[config.mk]
export PLATFORM = sky130hd
export DESIGN_NAME = arithmetic_interval_encoder
export DESIGN_NICKNAME = d
export VERILOG_FILES = /design/src/rtl/aie_pkg.sv /design/src/rtl/aie_cfg.sv /design/src/rtl/aie_match.sv /design/src/rtl/aie_interval.sv /design/src/rtl/arithmetic_interval_encoder.sv
export SDC_FILE = /design/constraint.sdc
export NUM_CORES = 2
export LEC_CHECK = 0
export BUFFER_PORTS_ARGS = -buffer_cell sky130_fd_sc_hd__buf_2
export CORE_MARGIN = 2
export CORE_UTILIZATION = 55
export DETAILED_ROUTE_END_ITERATION = 10
export PLACE_DENSITY = 0.71
export SYNTH_ARGS = -nofsm -noshare
export SYNTH_HDL_FRONTEND = slang
export SYNTH_SLANG_ARGS = --single-unit
[constraint.sdc]
create_clock -name aclk -period 47.8 [get_ports aclk]
set_input_delay 9.56 -clock aclk [delete_from_list [all_inputs] [get_ports aclk]]
set_output_delay 9.56 -clock aclk [all_outputs]
set_load 0.03 [all_outputs]
[src/rtl/aie_pkg.sv]
// Shared types and constants of the arithmetic interval encoder.
package aie_pkg;

    localparam int NUM_ENTRIES = 7;
    localparam int SYM_W       = 8;
    localparam int PROB_W      = 17;
    localparam int ENTRY_W     = SYM_W + PROB_W;
    localparam int EIU_W       = 3;
    localparam int CFG_IDX_W   = 3;
    localparam int IV_W        = 33;
    localparam int CODE_W      = 32;
    localparam int PROD_W      = IV_W + PROB_W;

    // Register indexes of the configuration port.
    localparam logic [CFG_IDX_W-1:0] CFG_IDX_LAST_ENTRY     = CFG_IDX_W'(NUM_ENTRIES - 1);
    localparam logic [CFG_IDX_W-1:0] CFG_IDX_ENTRIES_IN_USE = CFG_IDX_W'(NUM_ENTRIES);

    localparam logic [PROB_W-1:0] ONE_Q16 = PROB_W'(17'h10000);
    localparam logic [IV_W-1:0]   ONE_Q32 = {1'b1, {(IV_W-1){1'b0}}};

    // Cumulative bounds of one table entry, Q1.16.
    typedef struct packed {
        logic [PROB_W-1:0] cum;
        logic [PROB_W-1:0] top;
    } bound_t;

    // Search result of one accepted symbol.
    typedef struct packed {
        logic              matched;
        logic              last;
        logic [PROB_W-1:0] cum;
        logic [PROB_W-1:0] top;
    } match_t;

endpackage

[src/rtl/aie_cfg.sv]
// Configuration registers and the derived cumulative bound table.
module aie_cfg (
    input  logic                                aclk,
    input  logic                                aresetn,
    input  logic                                cfg_valid,
    output logic                                cfg_ready,
    input  logic [aie_pkg::CFG_IDX_W-1:0]       cfg_index,
    input  logic [aie_pkg::ENTRY_W-1:0]         cfg_data,
    output logic [aie_pkg::SYM_W-1:0]           tbl_sym [aie_pkg::NUM_ENTRIES],
    output aie_pkg::bound_t                     tbl_bound [aie_pkg::NUM_ENTRIES],
    output logic [aie_pkg::NUM_ENTRIES-1:0]     tbl_active
);

    logic [aie_pkg::ENTRY_W-1:0]     entry_reg [aie_pkg::NUM_ENTRIES];
    logic [aie_pkg::EIU_W-1:0]       eiu_reg;
    aie_pkg::bound_t                 bound_reg [aie_pkg::NUM_ENTRIES];
    aie_pkg::bound_t                 bound_next [aie_pkg::NUM_ENTRIES];
    logic [aie_pkg::NUM_ENTRIES-1:0] active_reg;
    logic [aie_pkg::NUM_ENTRIES-1:0] active_next;
    logic                            wr_en;

    assign cfg_ready = 1'b1;
    assign wr_en     = cfg_valid && cfg_ready;

    always_ff @(posedge aclk) begin
        if (!aresetn) begin
            for (int k = 0; k < aie_pkg::NUM_ENTRIES; k++) begin
                entry_reg[k] <= '0;
            end
            eiu_reg <= '0;
        end else if (wr_en) begin
            if (cfg_index <= aie_pkg::CFG_IDX_LAST_ENTRY) begin
                entry_reg[cfg_index] <= cfg_data;
            end else if (cfg_index == aie_pkg::CFG_IDX_ENTRIES_IN_USE) begin
                eiu_reg <= cfg_data[aie_pkg::EIU_W-1:0];
            end
        end
    end

    // Saturating prefix sum of the probabilities, rebuilt every cycle.
    always_comb begin
        logic [aie_pkg::PROB_W:0]   sum;
        logic [aie_pkg::PROB_W-1:0] run;
        run = '0;
        for (int k = 0; k < aie_pkg::NUM_ENTRIES; k++) begin
            sum = {1'b0, run}
                + {1'b0, entry_reg[k][aie_pkg::ENTRY_W-1:aie_pkg::SYM_W]};
            bound_next[k].cum = run;
            if (sum > {1'b0, aie_pkg::ONE_Q16}) begin
                bound_next[k].top = aie_pkg::ONE_Q16;
            end else begin
                bound_next[k].top = sum[aie_pkg::PROB_W-1:0];
            end
            run = bound_next[k].top;
            active_next[k] = aie_pkg::EIU_W'(k) < eiu_reg;
        end
    end

    always_ff @(posedge aclk) begin
        if (!aresetn) begin
            for (int k = 0; k < aie_pkg::NUM_ENTRIES; k++) begin
                bound_reg[k] <= '0;
            end
            active_reg <= '0;
        end else begin
            for (int k = 0; k < aie_pkg::NUM_ENTRIES; k++) begin
                bound_reg[k] <= bound_next[k];
            end
            active_reg <= active_next;
        end
    end

    always_comb begin
        for (int k = 0; k < aie_pkg::NUM_ENTRIES; k++) begin
            tbl_sym[k]   = entry_reg[k][aie_pkg::SYM_W-1:0];
            tbl_bound[k] = bound_reg[k];
        end
        tbl_active = active_reg;
    end

endmodule

[src/rtl/aie_match.sv]
// Input register with the first-match table search.
module aie_match (
    input  logic                            aclk,
    input  logic                            aresetn,
    input  logic                            s_tvalid,
    output logic                            s_tready,
    input  logic [aie_pkg::SYM_W-1:0]       s_tdata,
    input  logic                            s_tlast,
    input  logic [aie_pkg::SYM_W-1:0]       tbl_sym [aie_pkg::NUM_ENTRIES],
    input  aie_pkg::bound_t                 tbl_bound [aie_pkg::NUM_ENTRIES],
    input  logic [aie_pkg::NUM_ENTRIES-1:0] tbl_active,
    input  logic                            advance,
    output logic                            req_valid,
    output aie_pkg::match_t                 req
);

    logic            valid_reg;
    logic            valid_next;
    aie_pkg::match_t req_reg;
    aie_pkg::match_t req_next;
    logic            accept;

    assign s_tready = !valid_reg || advance;
    assign accept   = s_tvalid && s_tready;

    // Scan downward so the lowest matching entry wins.
    always_comb begin
        req_next         = '0;
        req_next.last    = s_tlast;
        for (int k = aie_pkg::NUM_ENTRIES - 1; k >= 0; k--) begin
            if (tbl_active[k] && tbl_sym[k] == s_tdata) begin
                req_next.matched = 1'b1;
                req_next.cum     = tbl_bound[k].cum;
                req_next.top     = tbl_bound[k].top;
            end
        end
    end

    always_comb begin
        valid_next = valid_reg;
        if (accept) begin
            valid_next = 1'b1;
        end else if (advance) begin
            valid_next = 1'b0;
        end
    end

    always_ff @(posedge aclk) begin
        if (!aresetn) begin
            valid_reg <= 1'b0;
        end else begin
            valid_reg <= valid_next;
        end
    end

    always_ff @(posedge aclk) begin
        if (accept) begin
            req_reg <= req_next;
        end
    end

    assign req_valid = valid_reg;
    assign req       = req_reg;

endmodule

[src/rtl/aie_interval.sv]
// Interval state update and the code output register.
module aie_interval (
    input  logic                         aclk,
    input  logic                         aresetn,
    input  logic                         req_valid,
    input  aie_pkg::match_t              req,
    output logic                         advance,
    output logic                         m_tvalid,
    input  logic                         m_tready,
    output logic [aie_pkg::CODE_W-1:0]   m_tdata,
    output logic [0:0]                   m_tuser
);

    logic [aie_pkg::IV_W-1:0]   low_reg;
    logic [aie_pkg::IV_W-1:0]   low_next;
    logic [aie_pkg::IV_W-1:0]   high_reg;
    logic [aie_pkg::IV_W-1:0]   high_next;
    logic                       flag_reg;
    logic                       flag_next;
    logic                       mvalid_reg;
    logic                       mvalid_next;
    logic [aie_pkg::CODE_W-1:0] code_reg;
    logic                       unk_reg;
    logic [aie_pkg::IV_W-1:0]   range;
    logic [aie_pkg::PROD_W-1:0] prod_top;
    logic [aie_pkg::PROD_W-1:0] prod_cum;
    logic [aie_pkg::IV_W:0]     sum_high;
    logic [aie_pkg::IV_W:0]     sum_low;
    logic [aie_pkg::IV_W-1:0]   upd_low;
    logic [aie_pkg::IV_W-1:0]   upd_high;
    logic                       upd_flag;
    logic                       emit;

    // Hold a last request while an earlier code still waits.
    assign advance = req_valid && (!req.last || !mvalid_reg || m_tready);
    assign emit    = advance && req.last;

    assign range    = high_reg - low_reg;
    assign prod_top = aie_pkg::PROD_W'(range) * aie_pkg::PROD_W'(req.top);
    assign prod_cum = aie_pkg::PROD_W'(range) * aie_pkg::PROD_W'(req.cum);
    assign sum_high = {1'b0, low_reg} + prod_top[aie_pkg::PROD_W-1:16];
    assign sum_low  = {1'b0, low_reg} + prod_cum[aie_pkg::PROD_W-1:16];

    always_comb begin
        if (req.matched) begin
            upd_low  = sum_low[aie_pkg::IV_W-1:0];
            upd_high = sum_high[aie_pkg::IV_W-1:0];
        end else begin
            upd_low  = low_reg;
            upd_high = high_reg;
        end
        upd_flag = flag_reg || !req.matched;
    end

    always_comb begin
        low_next  = low_reg;
        high_next = high_reg;
        flag_next = flag_reg;
        if (emit) begin
            low_next  = '0;
            high_next = aie_pkg::ONE_Q32;
            flag_next = 1'b0;
        end else if (advance) begin
            low_next  = upd_low;
            high_next = upd_high;
            flag_next = upd_flag;
        end
        mvalid_next = mvalid_reg && !m_tready;
        if (emit) begin
            mvalid_next = 1'b1;
        end
    end

    always_ff @(posedge aclk) begin
        if (!aresetn) begin
            low_reg    <= '0;
            high_reg   <= aie_pkg::ONE_Q32;
            flag_reg   <= 1'b0;
            mvalid_reg <= 1'b0;
        end else begin
            low_reg    <= low_next;
            high_reg   <= high_next;
            flag_reg   <= flag_next;
            mvalid_reg <= mvalid_next;
        end
    end

    // Saturate a final low of exactly one.
    always_ff @(posedge aclk) begin
        if (emit) begin
            code_reg <= upd_low[aie_pkg::IV_W-1] ? '1 : upd_low[aie_pkg::CODE_W-1:0];
            unk_reg  <= upd_flag;
        end
    end

    assign m_tvalid   = mvalid_reg;
    assign m_tdata    = code_reg;
    assign m_tuser[0] = unk_reg;

    a_low_le_high: assert property (@(posedge aclk) disable iff (!aresetn)
        low_reg <= high_reg)
        else $error("interval low above high");

    a_high_le_one: assert property (@(posedge aclk) disable iff (!aresetn)
        high_reg <= aie_pkg::ONE_Q32)
        else $error("interval high above one");

    a_clear_after_last: assert property (@(posedge aclk) disable iff (!aresetn)
        emit |=> (low_reg == '0 && high_reg == aie_pkg::ONE_Q32 && !flag_reg && m_tvalid))
        else $error("interval not cleared after last symbol");

    a_flag_sticky: assert property (@(posedge aclk) disable iff (!aresetn)
        (advance && !req.last && !req.matched) |=> flag_reg)
        else $error("unmatched symbol did not set flag");

endmodule

[src/rtl/arithmetic_interval_encoder.sv]
// Arithmetic interval encoder top level: configuration, search and interval update.
//
// Symbols enter on the s_ channel, one per request; s_tlast marks the last
// symbol of a message. Each symbol is looked up in the first entries_in_use
// table entries (first match wins) and narrows the [low, high) interval by
// the entry's cumulative and own probability. On the last symbol one code
// request leaves on the m_ channel: the final low in m_tdata, and in
// m_tuser a flag set if any symbol of the message matched no entry. The
// interval then returns to [0, 1.0). The interval update (subtract, two
// 33x17 multiplies, add) sits combinationally between the input register
// and the interval and code registers. Throughput is one symbol per cycle;
// when m_tready is low the encoder keeps taking symbols that are not last,
// but a last symbol waits in the input register until the pending code
// leaves. The user must write table registers on the cfg_ channel only
// while no message is in flight; the block itself does not enforce this. A
// written symbol applies from its entry register, its bounds and
// entries_in_use after the bound and active registers. Reset (aresetn low,
// synchronous) clears the table, the interval and both channels' valid flags.
module arithmetic_interval_encoder (
    input  logic                              aclk,
    input  logic                              aresetn,
    input  logic                              s_tvalid,
    output logic                              s_tready,
    input  logic [7:0]                        s_tdata,   // [7:0] symbol
    input  logic                              s_tlast,
    output logic                              m_tvalid,
    input  logic                              m_tready,
    output logic [31:0]                       m_tdata,   // [31:0] code
    output logic [0:0]                        m_tuser,   // [0] unknown_seen
    input  logic                              cfg_valid,
    output logic                              cfg_ready,
    input  logic [aie_pkg::CFG_IDX_W-1:0]     cfg_index,
    input  logic [aie_pkg::ENTRY_W-1:0]       cfg_data
);

    logic [aie_pkg::SYM_W-1:0]       tbl_sym [aie_pkg::NUM_ENTRIES];
    aie_pkg::bound_t                 tbl_bound [aie_pkg::NUM_ENTRIES];
    logic [aie_pkg::NUM_ENTRIES-1:0] tbl_active;
    logic                            req_valid;
    aie_pkg::match_t                 req;
    logic                            advance;

    aie_cfg u_cfg (
        .aclk       (aclk),
        .aresetn    (aresetn),
        .cfg_valid  (cfg_valid),
        .cfg_ready  (cfg_ready),
        .cfg_index  (cfg_index),
        .cfg_data   (cfg_data),
        .tbl_sym    (tbl_sym),
        .tbl_bound  (tbl_bound),
        .tbl_active (tbl_active)
    );

    aie_match u_match (
        .aclk       (aclk),
        .aresetn    (aresetn),
        .s_tvalid   (s_tvalid),
        .s_tready   (s_tready),
        .s_tdata    (s_tdata),
        .s_tlast    (s_tlast),
        .tbl_sym    (tbl_sym),
        .tbl_bound  (tbl_bound),
        .tbl_active (tbl_active),
        .advance    (advance),
        .req_valid  (req_valid),
        .req        (req)
    );

    aie_interval u_interval (
        .aclk       (aclk),
        .aresetn    (aresetn),
        .req_valid  (req_valid),
        .req        (req),
        .advance    (advance),
        .m_tvalid   (m_tvalid),
        .m_tready   (m_tready),
        .m_tdata    (m_tdata),
        .m_tuser    (m_tuser)
    );

endmodule
==> results by stage <==
Timing:
- The shortest period the worst path allows is 20.54 ns.
- The number of slew-limit violations in the final report is 0.
- For the pin with the worst max-slew slack, the measured transition is between 1 and 1.5 ns.
- Between clock sinks in the finished design, the worst skew comes to 0.0609 ns.
- The fmax is slightly below 50 MHz.
- Setup total negative slack on the finished layout was measured at 0 ns.
- Setup violations remaining at the end of the flow were counted as 0.
- The worst path uses 43.0% of the clock period.
- Headroom to the max-slew limit came out at 17.1%.
- Setup repair after global routing left no endpoint under its margin.
- The count of final hold-check violations is 0.

Drt:
- The first TritonRoute pass finished after 6 iterations.
- The number of DRC violations after detailed routing is 0.
- The mean number of vias per cell is 5.77.
- The total routed wirelength is ~160,000 um.
- The routed wire length per instance is 19.9 um.
- The iteration-0 DRC count of the detailed router is 3,839.
- The count of nets left with antenna violations once routing finished came out at 0.
- Detailed routing inserted a total of 46,800 vias.

Critical path:
- In this run the worst setup path begins at u_cfg.entry_reg[0][16]$_SDFFCE_PN0P_.
- The startpoint identified for the worst register-to-register timing path is u_cfg.entry_reg[0][16]$_SDFFCE_PN0P_.
- The largest fanout on the critical path is 31.
- The kind of critical path is flip-flop to flip-flop.
- The startpoint kind of the worst setup timing path is a flip-flop.
- For the worst setup path, the data required time is 48.32 ns.
- The most numerous cell type found on the critical path is sky130_fd_sc_hd__a21oi_1.
- The minimum setup slack among reg-to-reg paths is approximately 27 ns.
- STA classifies the critical path endpoint as a flip-flop.
- The largest single stage delay on the critical path is 0.70 ns.
- The standard cell with the maximum stage delay on the critical path is sky130_fd_sc_hd__or4_1.
- Data on the critical path arrives at its endpoint at 21.07 ns.

Layout:
- The ratio of cells with drive above 1 in the final layout is 5.31%.
- The number of fill cells is 9,378.
- Compared with the post-synthesis result, the final layout area differs by 5.82%.
- After routing the design area is 0.0631 mm^2.
- The flip-flop count of the largest register, all copies and words added is 175.
- The filler-free cell count of the finished design is 8,125.
- The number of antenna diodes in the final layout is 0.
- The core occupancy in the finished layout is 58.8%.
- The net count of the finished layout is 8,090.

Synth:
- After synthesis, flip-flops and latches occupy 18.5% of the total area.
- In the post-synthesis netlist, the cell with the most instances is sky130_fd_sc_hd__nand2_1.
- The number of nets in the synthesized netlist is 8,209.
- The synthesized design contains 219 enable-type register cells.
- In this run the cell area of the synthesized design comes to between 0.05 and 0.06 mm^2.
- The commonest cells after synthesis are 1,138 x sky130_fd_sc_hd__nand2_1, 1,060 x sky130_fd_sc_hd__inv_1, 931 x sky130_fd_sc_hd__fa_1.
- For this run, the leading register cell type out of synthesis is sky130_fd_sc_hd__dfxtp_1.
- The cell type with the largest total area after synthesis is sky130_fd_sc_hd__fa_1.
- For this run, asynchronously set or reset flops after synthesis account for 0%.
- In this run the biggest area consumer among cell types represents 31.3% of the synthesized area.
- The total number of yosys warnings is 0.
- The distinct cell type count of the synthesized netlist is between 90 and 100.
- The cell count after synthesis came out at 6,802.
- Counting flops and latches in the post-synthesis netlist gives 442.
- Yosys attributes the largest share of cell area to sky130_fd_sc_hd__fa_1 31%, sky130_fd_sc_hd__edfxtp_1 11%, sky130_fd_sc_hd__ha_1 9.1%, sky130_fd_sc_hd__dfxtp_1 7.5%, sky130_fd_sc_hd__nand2_1 7.2%.
- A synthesized cell averages ~9 um^2.

Job:
- Max-cap violations in this run came to 0.

Outcome:
- The flow ran to the end, and the final reports show no timing, DRC or antenna violations.

Clock network:
- The number of resized instances in the post-cts repair step is 0.
- The clock tree synthesis step divided the H-tree into 2 levels.
- For this design, the sink count on the clock tree is 442.
- The clock latency on the worst-skew pair is around 0.66 ns.
- The cell at the root of the clock tree is sky130_fd_sc_hd__clkbuf_16.
- The hold-fix buffer count after cts is 0.
- The clock buffer count from CTS is 47.
- Buffers added to address setup during post-CTS repair amount to 0.
- Clock-pin slew was measured on the worst setup and hold paths at 0.06 ns.
- The CTS tree is built.
- Counting along the longest clock path gives a buffer depth of 3.

Floorplan:
- For this configuration, the core starts out at a cell density of between 50% and 60%.
- The core footprint is 0.107 mm^2.
- The area enclosed by the die boundary is around 0.11 mm^2.
- Measured along the x axis, the die boundary spans 333 um.
- Pin placement for this block handled 78 I/O pins.
- The floorplan has 120 rows.
- Measured along the y axis, the die boundary spans 333 um.

Placement:
- The cell area reported after detailed placement is 0.0614 mm^2.
- The number of buffer cells added on primary ports is 76.
- The congestion estimate from routability-driven global placement came to 0.937.
- Detailed placement ended at an HPWL of 120,000 um.
- The placed instance count is 8,037.

Global route:
- Global routing used 29.7% of the available tracks across all layers.
- The maximum number of pins on one net before global-route repair is 79.
- The global route total overflow is 0.
- The via count of the first global-routing pass came to between 40,000 and 50,000.
- The number of antenna violations at the first check in global routing came to 2.
- The first global-routing pass estimated 261,000 um of wire.

Min path:
- In this run the most critical hold path is launched from u_interval.high_reg[5]$_SDFFE_PP0P_.
- The tightest min-delay check is of the flip-flop to flip-flop type.
[cells by family (layout without fill, tap and decap cells)]
family                     Yosys count  count (layout)  synth area share (%)
AOI/OAI and AO/OA                  879             879                  9.40
xor gates and xnor gates           280             280                  4.17
adders and majority gates         1365            1365                  40.4
buffers and inverters             1401            1321                  8.94
DFF                                442             442                  18.5
muxes                                6               6                 0.105
other                                1               1               0.00629
and+or+nand+nor                   2428            2428                  18.5
[stage by stage]
| stage | hold WS, ns | setup WS [ns] |
|---|---|---|
| after floorplan | 0.436 | 28.16 |
| after global placement | 0.446 | 27.70 |
| after detailed placement | 0.449 | 27.67 |
| after CTS | 0.458 | 27.63 |
| after global routing | 0.481 | 25.32 |
| final | 0.457 | 27.26 |
[layout by cell type (no fill, tap or decap), drive strengths merged, types with 188 or more instances in the layout]
master | Yosys | layout
a21oi | 351 | 351
and2 | 299 | 299
dfxtp | 223 | 223
edfxtp | 219 | 219
fa | 931 | 931
ha | 434 | 434
inv | 1060 | 1063
nand2 | 1139 | 1139
nor2 | 472 | 472
nor3 | 189 | 189
xnor2 | 188 | 188
[layer usage]
layer  part of all wire (%)  global-route usage [%]  vias up
met2                     47                    48.2     1873
met1                     41                    40.3    23400
met3                    7.8                    3.65      397
met4                    4.8                    12.9        2
li1                       -                       -    21200
met5                 0.0080                       0        -
[critical path: cells and delay by family (launching register included)]
| kind | cells | cell delay (ns) |
|---|---|---|
| xor gates and xnor gates | 1 | 0.28 |
| DFF | 1 | 0.42 |
| adders and majority gates | 8 | 2.18 |
| and+or+nand+nor | 18 | 5.65 |
| buffers and inverters | 9 | 2.12 |
| AOI/OAI and AO/OA | 50 | 9.71 |
[worst paths after layout]
check | endpoint | depth (start not counted)
worst max-delay path | u_cfg.bound_reg[0][206]$_SDFF_PN0_ | 86
worst min-delay path | u_interval.high_reg[5]$_SDFFE_PP0P_ | 2
worst max register to register | u_cfg.bound_reg[0][206]$_SDFF_PN0_ | 86
worst min register to register | u_interval.high_reg[5]$_SDFFE_PP0P_ | 2
[layout make-up]
| cell class | instances | area [um^2] | share of cell area [%] |
|---|---|---|---|
| Tap cell | 1403 | 1760 | 2.78 |
| Clock inverter | 32 | 354 | 0.561 |
| Multi-Input combinational cell | 4959 | 43600 | 69.0 |
| Timing Repair Buffer | 173 | 1110 | 1.76 |
| Sequential cell | 442 | 11000 | 17.5 |
| Inverter | 1060 | 3980 | 6.31 |
| Clock buffer | 56 | 1290 | 2.05 |
Power is left out: the tool's default activity adds up to more than one toggle a clock period on the data nets, which glitch-free logic cannot reach.
